File: src/lod_detail_interpolator_defines.svh
// assertion macros used by the lod detail interpolator
// no dependencies
`ifndef LOD_DETAIL_INTERPOLATOR_DEFINES_SVH
`define LOD_DETAIL_INTERPOLATOR_DEFINES_SVH
// implication checked on every edge outside reset
`define LOD_ASSERT_IMP(label, ante, cons, msg) \
	label: assert property (@(posedge clk) disable iff (!arst_n) (ante) |-> (cons)) \
		else $error(msg);
// next-cycle implication
`define LOD_ASSERT_NEXT(label, ante, cons, msg) \
	label: assert property (@(posedge clk) disable iff (!arst_n) (ante) |=> (cons)) \
		else $error(msg);
`endif

File: src/lod_pkg.sv
// types and constants of the lod detail interpolator
// no dependencies
package lod_pkg;
	localparam int DistW = 24;
	localparam int FactW = 16;
	localparam int SqW = 50;
	localparam int RootSteps = 25;
	localparam int RootPerStage = 5;
	localparam int RootStages = 5;
	localparam int DivW = 25;
	localparam int NumW = 42;
	localparam logic [DistW-1:0] DistMax = '1;
	localparam logic [2:0] RegNearThr = 3'd0;
	localparam logic [2:0] RegNearFac = 3'd1;
	localparam logic [2:0] RegMidThr = 3'd2;
	localparam logic [2:0] RegMidFac = 3'd3;
	localparam logic [2:0] RegFarThr = 3'd4;
	localparam logic [2:0] RegFarFac = 3'd5;
	localparam logic [1:0] BandNear = 2'd0;
	localparam logic [1:0] BandLoMid = 2'd1;
	localparam logic [1:0] BandMidFar = 2'd2;
	localparam logic [1:0] BandBeyond = 2'd3;

	typedef struct packed {
		logic [DistW-1:0] near_thr;
		logic [FactW-1:0] near_fac;
		logic [DistW-1:0] mid_thr;
		logic [FactW-1:0] mid_fac;
		logic [DistW-1:0] far_thr;
		logic [FactW-1:0] far_fac;
	} cfg_t;

	// isqrt state: remainder and partial root
	typedef struct packed {
		logic [SqW+1:0] rem;
		logic [DistW:0] root;
	} sqrt_t;
endpackage

File: src/lod_lerp.sv
// band select, interpolation numerator and pipelined restoring divider
// depends on lod_pkg
module lod_lerp (
	input  logic clk,
	input  logic en,
	input  lod_pkg::cfg_t cfg,
	input  logic [lod_pkg::DistW-1:0] dist_val,
	output logic [lod_pkg::FactW-1:0] level,
	output logic [lod_pkg::DistW-1:0] dist_out,
	output logic [1:0] band
);
	localparam int W = lod_pkg::DistW;
	localparam int NW = lod_pkg::NumW;
	localparam int QW = 17;
	localparam int DStages = 4;
	localparam int BitsPer = (QW + DStages - 1) / DStages;

	logic [W-1:0] d_s1, lo_s1, hi_s1;
	logic [lod_pkg::FactW-1:0] a_s1, b_s1;
	logic [1:0] band_s1;
	logic [NW-1:0] pa_s2, pb_s2;
	logic [W-1:0] span_s2, d_s2;
	logic [lod_pkg::FactW-1:0] a_s2;
	logic [1:0] band_s2;
	logic [NW-1:0] num_s3;
	logic [W-1:0] span_s3, d_s3;
	logic [lod_pkg::FactW-1:0] a_s3;
	logic [1:0] band_s3;
	logic [NW-1:0] rem_q [DStages+1];
	logic [QW-1:0] quo_q [DStages+1];
	logic [W-1:0] span_q [DStages+1];
	logic [W-1:0] dd_q [DStages+1];
	logic [lod_pkg::FactW-1:0] aa_q [DStages+1];
	logic [1:0] bb_q [DStages+1];

	always_ff @(posedge clk) begin
		if (en) begin
			d_s1 <= dist_val;
			if (dist_val <= cfg.near_thr) begin
				band_s1 <= lod_pkg::BandNear;
				a_s1 <= cfg.near_fac; b_s1 <= cfg.near_fac;
				lo_s1 <= dist_val; hi_s1 <= dist_val + W'(1);
			end else if (dist_val <= cfg.mid_thr) begin
				band_s1 <= lod_pkg::BandLoMid;
				a_s1 <= cfg.near_fac; b_s1 <= cfg.mid_fac;
				lo_s1 <= cfg.near_thr; hi_s1 <= cfg.mid_thr;
			end else if (dist_val <= cfg.far_thr) begin
				band_s1 <= lod_pkg::BandMidFar;
				a_s1 <= cfg.mid_fac; b_s1 <= cfg.far_fac;
				lo_s1 <= cfg.mid_thr; hi_s1 <= cfg.far_thr;
			end else begin
				band_s1 <= lod_pkg::BandBeyond;
				a_s1 <= cfg.far_fac >> 1; b_s1 <= cfg.far_fac >> 1;
				lo_s1 <= dist_val; hi_s1 <= dist_val + W'(1);
			end
			pa_s2 <= NW'(a_s1) * NW'(hi_s1 - d_s1);
			pb_s2 <= NW'(b_s1) * NW'(d_s1 - lo_s1);
			span_s2 <= hi_s1 - lo_s1;
			d_s2 <= d_s1; a_s2 <= a_s1; band_s2 <= band_s1;
			num_s3 <= pa_s2 + pb_s2 + NW'(span_s2 >> 1);
			span_s3 <= span_s2; d_s3 <= d_s2; a_s3 <= a_s2; band_s3 <= band_s2;
		end
	end

	always_comb begin
		rem_q[0] = num_s3; quo_q[0] = '0; span_q[0] = span_s3;
		dd_q[0] = d_s3; aa_q[0] = a_s3; bb_q[0] = band_s3;
	end

	// quotient fits in 17 bits since it lies between two 16 bit factors
	for (genvar g = 0; g < DStages; g++) begin : g_div
		logic [NW-1:0] r;
		logic [QW-1:0] q;
		always_comb begin
			r = rem_q[g]; q = quo_q[g];
			for (int k = 0; k < BitsPer; k++) begin
				int bi;
				logic [NW-1:0] t;
				bi = QW - 1 - (g * BitsPer + k);
				if (bi >= 0) begin
					t = NW'(span_q[g]) << bi;
					if ((r >> bi) >= NW'(span_q[g])) begin
						r = r - t;
						q[bi] = 1'b1;
					end
				end
			end
		end
		always_ff @(posedge clk) begin
			if (en) begin
				rem_q[g+1] <= r; quo_q[g+1] <= q; span_q[g+1] <= span_q[g];
				dd_q[g+1] <= dd_q[g]; aa_q[g+1] <= aa_q[g]; bb_q[g+1] <= bb_q[g];
			end
		end
	end

	assign level = (bb_q[DStages] == lod_pkg::BandNear || bb_q[DStages] == lod_pkg::BandBeyond)
		? aa_q[DStages] : quo_q[DStages][lod_pkg::FactW-1:0];
	assign dist_out = dd_q[DStages];
	assign band = bb_q[DStages];
endmodule

File: config.mk
export PLATFORM = sky130hd
export DESIGN_NAME = lod_lerp
export DESIGN_NICKNAME = d
export VERILOG_FILES = /design/src/lod_detail_interpolator_defines.svh /design/src/lod_pkg.sv /design/src/lod_lerp.sv
export SDC_FILE = /design/constraint.sdc
export NUM_CORES = 2
export LEC_CHECK = 0
export BUFFER_PORTS_ARGS = -buffer_cell sky130_fd_sc_hd__buf_2
export CORE_ASPECT_RATIO = 0.9
export CORE_MARGIN = 8
export CORE_UTILIZATION = 39
export CTS_BUF_LIST = sky130_fd_sc_hd__clkbuf_8
export DETAILED_ROUTE_END_ITERATION = 8
export PLACE_DENSITY_LB_ADDON = 0.15
export SYNTH_ARGS = -nofsm -noshare
export SYNTH_HDL_FRONTEND = slang
export SYNTH_SLANG_ARGS = --single-unit
File: constraint.sdc
create_clock -name clk -period 25.3 [get_ports clk]
set_clock_uncertainty 0.2 [all_clocks]
set_input_delay 1.265 -clock clk [delete_from_list [all_inputs] [get_ports clk]]
set_output_delay 1.265 -clock clk [all_outputs]
set_load 0.05 [all_outputs]
## After elaboration in Yosys (flattened, before gate mapping)

Index checks and enable logic that the tools add are counted.

- Input port bits: 146
- Flip-flop bits (word level): 773
- Output and inout port bits: 42
- Word-level logic and storage cells: 135

- Eq/ne operators: 1
- Multiplexer cells: 35
- $add $sub $neg: 22
- Multiply operators: 2
- Order comparisons: 20
- Reductions and logical operators: 3

Operators with widths:

| cell | count |
|---|---|
| 42-bit 2-to-1 mux | 16 |
| 24-bit 2-to-1 mux | 6 |
| 16-bit 2-to-1 mux | 7 |
| 17-bit by 25-bit multiplier with 42-bit output | 2 |
| 24-bit less-or-equal comparator | 3 |
| 24-bit by 24-bit subtractor with 25-bit output | 2 |
| 42-bit by 23-bit adder with 42-bit output | 1 |
| 42-bit adder | 1 |
| 42-bit by 24-bit >= comparator with 1-bit output | 1 |
| 42-bit by 25-bit subtractor with 42-bit output | 1 |
| 42-bit by 26-bit subtractor with 42-bit output | 1 |
| 42-bit by 27-bit subtractor with 42-bit output | 1 |
| 42-bit by 28-bit subtractor with 42-bit output | 1 |
| 42-bit by 29-bit subtractor with 42-bit output | 1 |
| 42-bit by 30-bit subtractor with 42-bit output | 1 |
| 42-bit by 31-bit subtractor with 42-bit output | 1 |
| 42-bit by 32-bit subtractor with 42-bit output | 1 |
| 42-bit by 33-bit subtractor with 42-bit output | 1 |
| 42-bit by 34-bit subtractor with 42-bit output | 1 |
| 42-bit by 35-bit subtractor with 42-bit output | 1 |
| 42-bit by 36-bit subtractor with 42-bit output | 1 |
| 42-bit by 37-bit subtractor with 42-bit output | 1 |
| 42-bit by 38-bit subtractor with 42-bit output | 1 |
| 42-bit by 39-bit subtractor with 42-bit output | 1 |
| 24 further kinds | 29 |

## Longest topological paths before layout

- Word-level depth: 10
- Depth in mapped cells: 97
- Depth with buffers taken out: 89

## Least setup slack after synthesis

No wires, ideal clock.

- Path type: flip-flop to flip-flop
- From: reg, netlist name g_div[1].$4.$2.t[8]
- To: reg rem_q[104] (netlist bit), data pin
- Path buffers: 9
- Period minus slack after synthesis: 19.474 ns
- Data arrival time: 19.015 ns
- Data required time: 24.840 ns
- Setup time: 0.260 ns
- Path slack: 5.826 ns
- Cell stages (with the launch flop): 93
- Path through: edfxtp_1 -> inv_1 -> ha_1 -> nor2b_1 -> o21ai_0 -> a21boi_1 -> o31ai_1 -> a21oi_1 -> a311oi_2 -> a211oi_1 -> nor2_1 -> clkbuf_1 -> inv_1 -> clkbuf_1 -> clkbuf_1 -> o21ai_0 -> fa_1 -> nor2b_1 -> [... 57 more ...] -> o21ai_0 -> a21boi_0 -> o21ai_0 -> a21oi_1 -> o21a_1 -> o31a_1 -> o21a_1 -> o21ai_0 -> nand2b_1 -> a41oi_1 -> a21oi_1 -> a21oi_1 -> nand3_1 -> nor4_1 -> o211a_1 -> buf_4 -> buf_6 -> mux2_2

RTL lines:

| element | RTL line | text |
|---|---|---|
| end signal, assigned by index | lod_lerp.sv:91 | `rem_q[g+1] <= r; quo_q[g+1] <= q; span_q[g+1] <= span_q[g];` |
| end, declared | lod_lerp.sv:29 | `logic [NW-1:0] rem_q [DStages+1];` |

==> flow_summary_export.csv <==
group,metric,value,unit
die,io_pins,188,
global_routing,grtUsageMet3,0.02967,
die,die_area,242800,um2
job,maxCapViolations,0,
timing,rsz0062_at_grt,"false",
global_routing,grt_overflow,0,
drt,via_count,68620,
worst_setup_path,arrival,23210,ps
worst_setup_path,ff2ff_path_depth,86,
worst_setup_path,cp-end-kind,"flop",
clock_tree,cts_resized,0,
die,die_h,468.2,um
worst_setup_path,crit_path_frequent_cell,"o21ai_0",
clock_tree,clk_pin_slew,60,ps
drt,wl_per_cell,20.54,um
worst_setup_path,crit_end,"rem_q[92]$_DFFE_PP_",
timing,slew_viol_final,0,
die,rows,166,
drt,antenna_left,0,
timing,final.period_utilization,0.8993,
logic_synthesis,synth.most_common_cell,"inv_1",
clock_tree,clk_path_buf_depth,3,
worst_setup_path,r2r_setup_slack,2550,ps
timing,fmax,43.95,MHz
global_routing,grt_use_met1,0.2753,
logic_synthesis,synth-seq-area-share,0.2619,
clock_tree,htree_levels,4,
placed_design,dp_hpwl,209800,um
global_routing,met2_usage,0.3619,
worst_setup_path,path_max_fanout,42,
worst_setup_path,critical_path_class,"flop to flop",
global_routing,grtUsageTotal,0.2144,
drt,detail_route.vias_per_cell,5.344,
min_path,hold_path.class,"flop to flop",
clock_tree,cts.sinks,773,
drt,drtIter0Drc,4949,
worst_setup_path,cp_slowest_cell,"a311oi_1",
timing,hold_viol,0,
logic_synthesis,ys_seq_elements,773,
cells_and_area,nNetsFinal,11490,
outcome,status,"finished, final reports clean",
logic_synthesis,syn-cell-area,88620,um2
worst_setup_path,worstReg2RegEnd,"rem_q[92]$_DFFE_PP_",
timing,setup_tns,0,ps
timing,fin_crit,22750,ps
clock_tree,clock-root-buffer,"clkbuf_8",
die,core-area,226600,um2
global_routing,grt_pass1_wl,407600,um
die,start_util,0.3911,
logic_synthesis,synth.area.top_cells,"edfxtp_1, fa_1, ha_1",
global_routing,grt_antenna_before_repair,23,
placed_design,numPortBuffers,187,
die,die_x,518.5,um
timing,finalSetupViolCount,0,
logic_synthesis,yosysTopAreaCellShare,0.2619,
drt,firstDrtPassIters,6,
worst_setup_path,cp-start-kind,"flop",
logic_synthesis,synth_flop_cell,"edfxtp_1",
worst_setup_path,cp.required,25760,ps
logic_synthesis,synth-edff-count,773,
clock_tree,cts_setup_buffers,0,
worst_setup_path,startpoint,"g_div[1].$4.$2.t[8]$_DFFE_PP_",
clock_tree,clk_latency,920,ps
global_routing,grt_pass1_vias,69910,
clock_tree,cts_buffers,142,
clock_tree,hold_buffers,0,
min_path,hold_path_depth,0,
logic_synthesis,avgSynthCellArea,9.265,um2
logic_synthesis,synth_fp_nets,11350,
logic_synthesis,async_flop_share,0,
timing,worst_slew_pin_slew,1292,ps
cells_and_area,syn_to_final_growth,8.296,%
placed_design,place_congestion,0.8837,
timing,maxSlewHeadroom,0.1345,
worst_setup_path,timing.rr.start,"g_div[1].$4.$2.t[8]$_DFFE_PP_",
clock_tree,cts_tree,"yes",
global_routing,grt_max_degree,172,
worst_setup_path,cpPeakStageDelay,640,ps
global_routing,top_usage_layer,"met2",
logic_synthesis,netlist_instances,9565,
drt,drc_errors,0,
logic_synthesis,synth_common_cells,"inv_1, nand2_1, fa_1, ha_1, edfxtp_1",
logic_synthesis,synth_warnings,0,
cells_and_area,drive_above_1_share,0.07249,
logic_synthesis,yosysUniqueCellTypes,117,
logic_synthesis,synth_top_area_cell,"edfxtp_1",
drt,wirelength,263700,um
## flip-flops by register name, indices dropped and copies added (netlist names), 27 cells and up
signal and flops:
pa_s2 42, num_s3 42, aa_q 64, pb_s2 42, g_div.q 27, dd_q 72, rem_q 126, g_div.$4.$2.t 72
## area by class of cell
cell class | count | area, um2
Antenna cell | 8 | 20.02
Clock buffer | 143 | 1968
Clock inverter | 106 | 870.8
Fill cell | 22380 | 130600
Inverter | 1364 | 5122
Multi-Input combinational cell | 7127 | 59210
Sequential cell | 773 | 23210
Tap cell | 3024 | 3784
Timing Repair Buffer | 295 | 1782
## critical path: cells and delay by family (launching register included)
| kind | cells | cell delay (ps) |
|---|---|---|
| AO/OA/AOI/OAI | 51 | 13330 |
| adder cells (fa/ha/maj) | 5 | 1770 |
| buffers and inverters | 9 | 2030 |
| flip-flops | 1 | 470 |
| multiplexers | 1 | 350 |
| AND/OR/NAND/NOR | 20 | 4240 |
## stage by stage
step                  util  setup WS (ps)  area [um2]  cells  hold WS [ps]
floorplan                -           5826       88620   9565         200.3
finish              0.4235           2548       95970  12840         200.8
global placement    0.4109           2709       93110  12580         200.5
detailed placement  0.4109           2640       93110  12580         204.5
global route        0.4235          7.255       95960  12830         213.7
CTS                 0.4234           2453       95950  12830         197.3
## cell usage in the layout (no fill, tap or decap), types with 102 or more instances in the layout
master,count
xor2_1,147
a21oi_1,528
xnor2_1,369
a21o_1,153
fa_1,825
and2_1,329
nand3_1,144
edfxtp_1,773
nand2_1,1084
buf_2,186
nor2b_1,120
ha_1,816
nor2_1,524
inv_1,1396
nor3_1,138
o21ai_0,548
nand4_1,102
clkbuf_8,143
buf_4,106
## how the worst min path moves through the flow
stage	startpoint	to	slack [ps]
finish	rem_q[132]$_DFFE_PP_	rem_q[90]$_DFFE_PP_	200
global route	aa_q[53]$_DFFE_PP_	aa_q[37]$_DFFE_PP_	210
CTS	rem_q[132]$_DFFE_PP_	rem_q[90]$_DFFE_PP_	200
detailed placement	a_s2[15]$_DFFE_PP_	a_s3[15]$_DFFE_PP_	200
global placement	num_s3[10]$_DFFE_PP_	rem_q[136]$_DFFE_PP_	200
floorplan	a_s2[0]$_DFFE_PP_	a_s3[0]$_DFFE_PP_	200
## cells by family after synthesis
| family | Yosys count | synth area share |
|---|---|---|
| buffers and inverters | 1665 | 0.07219 |
| AND/OR/NAND/NOR | 2832 | 0.1538 |
| multiplexers | 117 | 0.01437 |
| flip-flops | 773 | 0.2619 |
| XOR/XNOR | 533 | 0.05306 |
| adder cells (fa/ha/maj) | 1641 | 0.3016 |
| AO/OA/AOI/OAI | 2004 | 0.1431 |
## layer usage
layer	part of all wire	wire, um
met5	0.000049	13
met1	0.43	113600
met3	0.048	12750
met2	0.47	124700
met4	0.048	12680
Power is left out: the tool's default activity adds up to more than one toggle a clock period on the data nets, which glitch-free logic cannot reach.
